<file path="config.mk">
export PLATFORM = sky130hd
export DESIGN_NAME = uart_receive_ring_buffer
export DESIGN_NICKNAME = d
export VERILOG_FILES = /design/src/sv/urrb_pkg.sv /design/src/sv/uart_receive_ring_buffer.sv /design/src/sv/urrb_ram.sv /design/src/sv/urrb_front.sv /design/src/sv/urrb_queue.sv /design/src/sv/urrb_back.sv
export SDC_FILE = /design/constraint.sdc
export NUM_CORES = 1
export LEC_CHECK = 0
export BUFFER_PORTS_ARGS = -buffer_cell sky130_fd_sc_hd__buf_2
export CAP_MARGIN = 30
export CORE_MARGIN = 5
export CORE_UTILIZATION = 35
export CTS_BUF_LIST = sky130_fd_sc_hd__clkbuf_8
export DETAILED_ROUTE_END_ITERATION = 10
export PLACE_DENSITY = 0.6
export SKIP_CTS_REPAIR_TIMING = 1
export SLEW_MARGIN = 20
export SYNTH_ARGS = -nofsm -noshare
export SYNTH_HDL_FRONTEND = slang
export SYNTH_SLANG_ARGS = --single-unit
</file>
<file path="constraint.sdc">
create_clock -name clk -period 8.25 [get_ports clk]
set_input_delay 1.2375 -clock clk [delete_from_list [all_inputs] [get_ports clk]]
set_output_delay 1.2375 -clock clk [all_outputs]
set_load 0.02 [all_outputs]
</file>
<file path="src/sv/urrb_pkg.sv">
package urrb_pkg;

  localparam logic       MODE_READ  = 1'b1;
  localparam logic [7:0] EOM_RESET  = 8'd13;
  localparam logic [7:0] COUNT_MAX  = 8'hFF;

  // command queue between front and back
  localparam int QUEUE_DEPTH = 2;
  localparam int QPTR_W      = $clog2(QUEUE_DEPTH);
  localparam int QCNT_W      = $clog2(QUEUE_DEPTH + 1);

  typedef enum logic [1:0] {
    OP_STORE,
    OP_READ,
    OP_OVERRUN,
    OP_FRAMING
  } op_t;

  typedef struct packed {
    logic       mode;
    logic [7:0] rx_byte;
    logic       overrun_error;
    logic       framing_error;
  } in_t;

  typedef struct packed {
    logic [7:0] read_data;
    logic       buffer_empty;
    logic       buffer_full;
    logic [7:0] overrun_errors;
    logic [7:0] framing_errors;
    logic [7:0] buffer_overruns;
    logic [7:0] message_count;
    logic       receiver_restart;
  } out_t;

  typedef struct packed {
    op_t        op;
    logic [7:0] data;
  } cmd_t;

  function automatic logic [7:0] sat_inc(input logic [7:0] v);
    return (v == COUNT_MAX) ? v : v + 8'd1;
  endfunction

endpackage

</file>
<file path="src/sv/uart_receive_ring_buffer.sv">
// Receive ring buffer for a serial port. Each word on rx_item is either a
// received byte (mode 0, with the receiver's overrun and framing flags) or a
// request to pop the head byte (mode 1). Every accepted word produces exactly
// one result, shown on result for a single cycle with result_valid high; the
// receiver cannot stall, so result must be captured in that cycle. The result
// passes through the front register, the command queue and the back end,
// whose byte store read is registered. Words may be accepted every cycle;
// the back end retires one per cycle, so the queue never holds more than one
// word and busy stays low.
// No clearing pass is run after reset: unwritten store entries are never read.
module uart_receive_ring_buffer
  import urrb_pkg::*;
#(
  parameter int BUF_DEPTH = 128
) (
  input  logic       clk,
  input  logic       rst,
  // item channel
  input  logic       start,
  output logic       busy,
  input  in_t        rx_item,
  // result channel, one-cycle strobe
  output logic       result_valid,
  output out_t       result,
  // end-of-message byte register
  input  logic       cfg_valid,
  output logic       cfg_ready,
  input  logic [7:0] cfg_data
);

  logic       push_valid;
  cmd_t       push_cmd;
  logic       push_ready;
  logic       cmd_valid;
  cmd_t       cmd;
  logic [7:0] eom_byte;

  // register writes only arrive while idle is a rule for the user, not enforced here, so always ready
  assign cfg_ready = 1'b1;

  always_ff @(posedge clk) begin
    if (rst) begin
      eom_byte <= EOM_RESET;
    end else if (cfg_valid && cfg_ready) begin
      eom_byte <= cfg_data;
    end
  end

  // front: take the word and decode it into a command
  urrb_front u_front (
    .clk       (clk),
    .rst       (rst),
    .start     (start),
    .busy      (busy),
    .rx_item   (rx_item),
    .push_valid(push_valid),
    .push_cmd  (push_cmd),
    .push_ready(push_ready)
  );

  // short queue decoupling decode from execution
  urrb_queue u_queue (
    .clk       (clk),
    .rst       (rst),
    .push_valid(push_valid),
    .push_cmd  (push_cmd),
    .push_ready(push_ready),
    .pop_valid (cmd_valid),
    .pop_cmd   (cmd)
  );

  // back: ring buffer state, counters and byte store
  urrb_back #(
    .BUF_DEPTH(BUF_DEPTH)
  ) u_back (
    .clk         (clk),
    .rst         (rst),
    .cmd_valid   (cmd_valid),
    .cmd         (cmd),
    .eom_byte    (eom_byte),
    .result_valid(result_valid),
    .result      (result)
  );

endmodule

</file>
<file path="src/sv/urrb_ram.sv">
module urrb_ram #(
  parameter int WIDTH = 8,
  parameter int DEPTH = 128
) (
  input  logic                     clk,
  input  logic                     we,
  input  logic [$clog2(DEPTH)-1:0] waddr,
  input  logic [WIDTH-1:0]         wdata,
  input  logic                     re,
  input  logic [$clog2(DEPTH)-1:0] raddr,
  output logic [WIDTH-1:0]         rdata
);

  logic [WIDTH-1:0] mem [DEPTH];

  always_ff @(posedge clk) begin
    if (we) begin
      mem[waddr] <= wdata;
    end
    if (re) begin
      rdata <= mem[raddr];
    end
  end

endmodule

</file>
<file path="src/sv/urrb_front.sv">
module urrb_front
  import urrb_pkg::*;
(
  input  logic clk,
  input  logic rst,
  input  logic start,
  output logic busy,
  input  in_t  rx_item,
  output logic push_valid,
  output cmd_t push_cmd,
  input  logic push_ready
);

  logic front_valid;
  cmd_t front_cmd;
  cmd_t cls_cmd;
  logic accept;

  // overrun wins over framing; flags mean nothing on a read
  always_comb begin
    cls_cmd.data = rx_item.rx_byte;
    if (rx_item.mode == MODE_READ) begin
      cls_cmd.op = OP_READ;
    end else if (rx_item.overrun_error) begin
      cls_cmd.op = OP_OVERRUN;
    end else if (rx_item.framing_error) begin
      cls_cmd.op = OP_FRAMING;
    end else begin
      cls_cmd.op = OP_STORE;
    end
  end

  assign busy       = front_valid && !push_ready;
  assign accept     = start && !busy;
  assign push_valid = front_valid;
  assign push_cmd   = front_cmd;

  always_ff @(posedge clk) begin
    if (rst) begin
      front_valid <= 1'b0;
    end else if (accept) begin
      front_valid <= 1'b1;
    end else if (push_ready) begin
      front_valid <= 1'b0;
    end
    if (accept) begin
      front_cmd <= cls_cmd;
    end
  end

endmodule

</file>
<file path="src/sv/urrb_queue.sv">
module urrb_queue
  import urrb_pkg::*;
(
  input  logic clk,
  input  logic rst,
  input  logic push_valid,
  input  cmd_t push_cmd,
  output logic push_ready,
  output logic pop_valid,
  output cmd_t pop_cmd
);

  cmd_t              entries [QUEUE_DEPTH];
  logic [QPTR_W-1:0] wr_ptr;
  logic [QPTR_W-1:0] rd_ptr;
  logic [QCNT_W-1:0] count;
  logic              push;
  logic              pop;

  localparam logic [QPTR_W-1:0] LAST_PTR = QPTR_W'(QUEUE_DEPTH - 1);
  localparam logic [QCNT_W-1:0] FULL_CNT = QCNT_W'(QUEUE_DEPTH);

  // back end drains one word per cycle whenever one is present
  assign push_ready = (count != FULL_CNT);
  assign pop_valid  = (count != '0);
  assign pop_cmd    = entries[rd_ptr];
  assign push       = push_valid && push_ready;
  assign pop        = pop_valid;

  always_ff @(posedge clk) begin
    if (rst) begin
      wr_ptr <= '0;
      rd_ptr <= '0;
      count  <= '0;
    end else begin
      if (push) begin
        wr_ptr <= (wr_ptr == LAST_PTR) ? '0 : wr_ptr + 1'b1;
      end
      if (pop) begin
        rd_ptr <= (rd_ptr == LAST_PTR) ? '0 : rd_ptr + 1'b1;
      end
      if (push && !pop) begin
        count <= count + 1'b1;
      end else if (pop && !push) begin
        count <= count - 1'b1;
      end
    end
    if (push) begin
      entries[wr_ptr] <= push_cmd;
    end
  end

endmodule

</file>
<file path="src/sv/urrb_back.sv">
module urrb_back
  import urrb_pkg::*;
#(
  parameter int BUF_DEPTH = 128
) (
  input  logic       clk,
  input  logic       rst,
  input  logic       cmd_valid,
  input  cmd_t       cmd,
  input  logic [7:0] eom_byte,
  output logic       result_valid,
  output out_t       result
);

  localparam int IDX_W = $clog2(BUF_DEPTH);
  localparam logic [IDX_W-1:0] LAST_IDX = IDX_W'(BUF_DEPTH - 1);

  logic [IDX_W-1:0] head, head_next;
  logic [IDX_W-1:0] tail, tail_next;
  logic [IDX_W-1:0] last_tail, last_tail_next;
  logic             full, full_next;
  logic             empty, empty_next;
  logic [7:0]       ovr_cnt, ovr_cnt_next;
  logic [7:0]       frm_cnt, frm_cnt_next;
  logic [7:0]       bo_cnt, bo_cnt_next;
  logic [7:0]       msg_cnt, msg_cnt_next;
  logic             res_valid, rd_sel, rd_sel_next, restart, restart_next;

  logic             ram_we, ram_re;
  logic [IDX_W-1:0] ram_waddr;
  logic [7:0]       ram_rdata;

  function automatic logic [IDX_W-1:0] next_idx(input logic [IDX_W-1:0] i);
    return (i == LAST_IDX) ? '0 : i + 1'b1;
  endfunction

  urrb_ram #(
    .WIDTH(8),
    .DEPTH(BUF_DEPTH)
  ) u_store (
    .clk  (clk),
    .we   (ram_we),
    .waddr(ram_waddr),
    .wdata(cmd.data),
    .re   (ram_re),
    .raddr(head),
    .rdata(ram_rdata)
  );

  always_comb begin
    head_next      = head;
    tail_next      = tail;
    last_tail_next = last_tail;
    full_next      = full;
    empty_next     = empty;
    ovr_cnt_next   = ovr_cnt;
    frm_cnt_next   = frm_cnt;
    bo_cnt_next    = bo_cnt;
    msg_cnt_next   = msg_cnt;
    rd_sel_next    = 1'b0;
    restart_next   = 1'b0;
    ram_we         = 1'b0;
    ram_re         = 1'b0;
    ram_waddr      = tail;
    if (cmd_valid) begin
      case (cmd.op)
        OP_READ: begin
          if (!empty) begin
            ram_re      = 1'b1;
            rd_sel_next = 1'b1;
            head_next   = next_idx(head);
            empty_next  = (next_idx(head) == tail);
            full_next   = 1'b0;
          end
        end
        OP_OVERRUN: begin
          ovr_cnt_next = sat_inc(ovr_cnt);
          restart_next = 1'b1;
        end
        OP_FRAMING: begin
          frm_cnt_next = sat_inc(frm_cnt);
        end
        OP_STORE: begin
          ram_we = 1'b1;
          if (full) begin
            // full: replace the newest entry, indices hold
            ram_waddr   = last_tail;
            bo_cnt_next = sat_inc(bo_cnt);
          end else begin
            last_tail_next = tail;
            tail_next      = next_idx(tail);
            full_next      = (next_idx(tail) == head);
            empty_next     = 1'b0;
          end
          if (cmd.data == eom_byte) begin
            msg_cnt_next = sat_inc(msg_cnt);
          end
        end
        default: begin
        end
      endcase
    end
  end

  always_ff @(posedge clk) begin
    if (rst) begin
      head      <= '0;
      tail      <= '0;
      last_tail <= LAST_IDX;
      full      <= 1'b0;
      empty     <= 1'b1;
      ovr_cnt   <= '0;
      frm_cnt   <= '0;
      bo_cnt    <= '0;
      msg_cnt   <= '0;
      res_valid <= 1'b0;
      rd_sel    <= 1'b0;
      restart   <= 1'b0;
    end else begin
      head      <= head_next;
      tail      <= tail_next;
      last_tail <= last_tail_next;
      full      <= full_next;
      empty     <= empty_next;
      ovr_cnt   <= ovr_cnt_next;
      frm_cnt   <= frm_cnt_next;
      bo_cnt    <= bo_cnt_next;
      msg_cnt   <= msg_cnt_next;
      res_valid <= cmd_valid;
      rd_sel    <= rd_sel_next;
      restart   <= restart_next;
    end
  end

  // state registers already hold the after-step values in the strobe cycle
  assign result_valid             = res_valid;
  assign result.read_data         = rd_sel ? ram_rdata : 8'd0;
  assign result.buffer_empty      = empty;
  assign result.buffer_full       = full;
  assign result.overrun_errors    = ovr_cnt;
  assign result.framing_errors    = frm_cnt;
  assign result.buffer_overruns   = bo_cnt;
  assign result.message_count     = msg_cnt;
  assign result.receiver_restart  = restart;

endmodule

</file>
==> reports/metrics.cfg <==
[global_routing]
grt_pass1_wl_um=163000
grt_use_total_pct=16.2
grt-ovfl-total=0
grt_max_degree=131
antenna_found_initial=5
grt_pass1_vias=24143

[place]
place_ws_ns=3.57
place_congestion=0.823
postPlaceCellArea_um2=47400
hpwlAfterDp_um=66700
port_buffers=67

[die]
placementRows=132
core_area_um2=129000
fp.dieArea_um2=137000
ios=69
die_h_um=369
die_w_um=369
start_util_pct=35.1

[synth]
synth.net_count=2635
synth_cells=2605
synthTopCellsByArea=edfxtp_1 (71%), mux4_2 (7.2%), mux2i_1 (6.1%)
yosys.area.top_type_share_pct=70.5
avgSynthCellArea_um2=17.4
syn-cell-area_um2=45200
synth_flop_cell=edfxtp_1
yosysSeqAreaShare_pct=73.7
yosys_warnings=0
synth_edf_count=1062
yosysTopAreaCell=edfxtp_1
ys_top_cells_by_count=edfxtp_1 (1062), mux2i_1 (275), nor2_1 (194), mux4_2 (144)
synth.most_common_cell=edfxtp_1
async_flop_share_pct=0
ys_seq_elements=1134
yosysUniqueCellTypes=49

[cts]
cts_buffer_depth=3
ctsHtreeMaxLevel=4
cts_tree=done
clk-insertion-delay-late_ns=0.83
cts-root-buf=clkbuf_8
cts_sinks=1134
clkTransAtPathRegs_ns=0.06
cts_buffers=175

[detailed_routing]
wl_per_cell_um=24.3
wirelength_um=112000
vias=23859
first_iter_violations=2612
drtAntennaViolNets=0
viasPerCell=5.16
post-route-drc-count=0
drt_first_pass_iters=7

[timing]
fin_ws_ns=3.63
layout_worst_path_cycle_share_pct=56.1
max_freq_ghz=0.216
skew_ns=0.0322
setup_viol=0
rsz0062_at_grt=false
tns_ns=0
final_hold_viol_count=0
period_needed_ns=4.62
hold_ws_ns=0.441
slew_viol_final=0
maxSlewHeadroom_pct=32.9
worst_slew_pin_slew_ns=1.01

[layout]
regArea_um2=33300
drive_above_1_share_pct=17.6
nFillCells=11727
syn2layout_area_growth_pct=11.8
multiInputGateArea_um2=11200
nets=2764
stdcell_area_um2=50600

[power]
power_density_nw_per_um2=241
vdd_drop_max_mv=0.167
p_leak_nw=15.5
power_mw=12.2

[hold_path]
hold_path_class=reg2reg

[worst_setup_path]
startpoint_type=flop
worst-setup-path-type=reg2reg
cp_data_arrival_time_ns=5.07
required_ns=8.69
end_kind=flop
worstPathMaxFanout=11

[status]
status=completed

[run]
cap_viol_max_count=0

-- layout by cell type (no fill, tap or decap), types with 22 or more instances in the layout --
| master | netlist | layout |
|---|---|---|
| nor2_1 | 194 | 193 |
| nand2_1 | 128 | 122 |
| buf_2 | 33 | 68 |
| xor2_1 | 42 | 42 |
| mux2i_1 | 275 | 275 |
| clkbuf_8 | 0 | 179 |
| clkinv_1 | 0 | 52 |
| buf_4 | 19 | 37 |
| dfxtp_1 | 72 | 68 |
| a31oi_1 | 65 | 65 |
| a21oi_1 | 84 | 84 |
| mux4_2 | 144 | 144 |
| nand2b_1 | 69 | 69 |
| edfxtp_1 | 1062 | 1062 |
| clkinv_2 | 0 | 22 |
| inv_1 | 6 | 58 |
| a22oi_1 | 128 | 128 |
-- sequential cells by signal, summed over array words and instances (netlist names), named ones only --
| signal | count |
|---|---|
| u_back.result_valid | 1 |
| u_back.u_store.rdata | 8 |
| u_queue.entries | 20 |
| u_back.restart | 1 |
| u_back.bo_cnt | 8 |
| u_back.tail | 7 |
| u_back.ovr_cnt | 8 |
| u_queue.count | 2 |
| u_back.empty | 1 |
| u_back.head | 7 |
| u_queue.rd_ptr | 1 |
| eom_byte | 8 |
| u_back.full | 1 |
| u_queue.wr_ptr | 1 |
| u_front.push_valid | 1 |
| u_back.msg_cnt | 8 |
| u_front.push_cmd | 10 |
| u_back.u_store.mem | 1024 |
| u_back.last_tail | 7 |
| u_back.rd_sel | 1 |
| u_back.frm_cnt | 8 |
-- final timing paths --
kind | startpoint | end | slack (ns) | cells past startpoint
min reg2reg | u_front.push_cmd[1]$_DFFE_PP_ | u_queue.entries[1][1]$_DFFE_PP_ | 0.44 | 0
min | u_front.push_cmd[1]$_DFFE_PP_ | u_queue.entries[1][1]$_DFFE_PP_ | 0.44 | 0
max | flop | u_back.u_store.mem[27][2]$_DFFE_PP_ | 3.63 | 6
max reg2reg | flop | u_back.u_store.mem[27][2]$_DFFE_PP_ | 3.63 | 6
-- kinds of logic (layout without fill, tap and decap cells) --
kind of cell,Yosys count,after routing,synth area share [%]
DFF,1134,1134,73.7
and+or+nand+nor,502,502,5.13
muxes,438,438,13.7
AOI/OAI and AO/OA,306,306,4.41
buffers and inverters,163,435,1.80
xor gates and xnor gates,54,54,1.05
adders and majority gates,7,7,0.194
other,1,2,0.00829
-- power by group --
| part | internal, mW | switching, mW |
|---|---|---|
| combinational | 0.218 | 0.882 |
| sequential | 6.78 | 0.0448 |
| clock | 2.12 | 2.16 |
-- routing by layer --
metal / track usage [%] / wire length, µm / vias to the layer above
li1: - / - / 10544
met1: 22.4 / 48600 / 12132
met2: 25.6 / 53000 / 1026
met3: 3.68 / 8300 / 155
met4: 4.71 / 2460 / 2
met5: 0 / 11 / -
-- cell type report --
cell class              count  area share, %
flip-flops and latches   1134           65.9
multi-input cells        1308           22.1
clock buffers             179           4.87
well taps                1742           4.31
repair buffers            109           1.40
clock inverters           141           1.37
inverters                   6         0.0445
diodes                      1        0.00495
-- critical path: stages, from the launching register on --
cell and delay (ns):
dfxtp_1 0.72, mux2i_1 0.49, nand4_1 0.64, mux2i_1 0.46, nor2b_1 0.75, nand2_1 0.50, nor2_1 0.68
-- through the flow --
step	util [%]	std cells
after floorplan	-	2605
after global placement	36.7	4295
after detailed placement	36.7	4296
after CTS	39.2	4616
after global routing	39.2	4620
final	39.2	4620
Power figures use the tool's default switching activity.
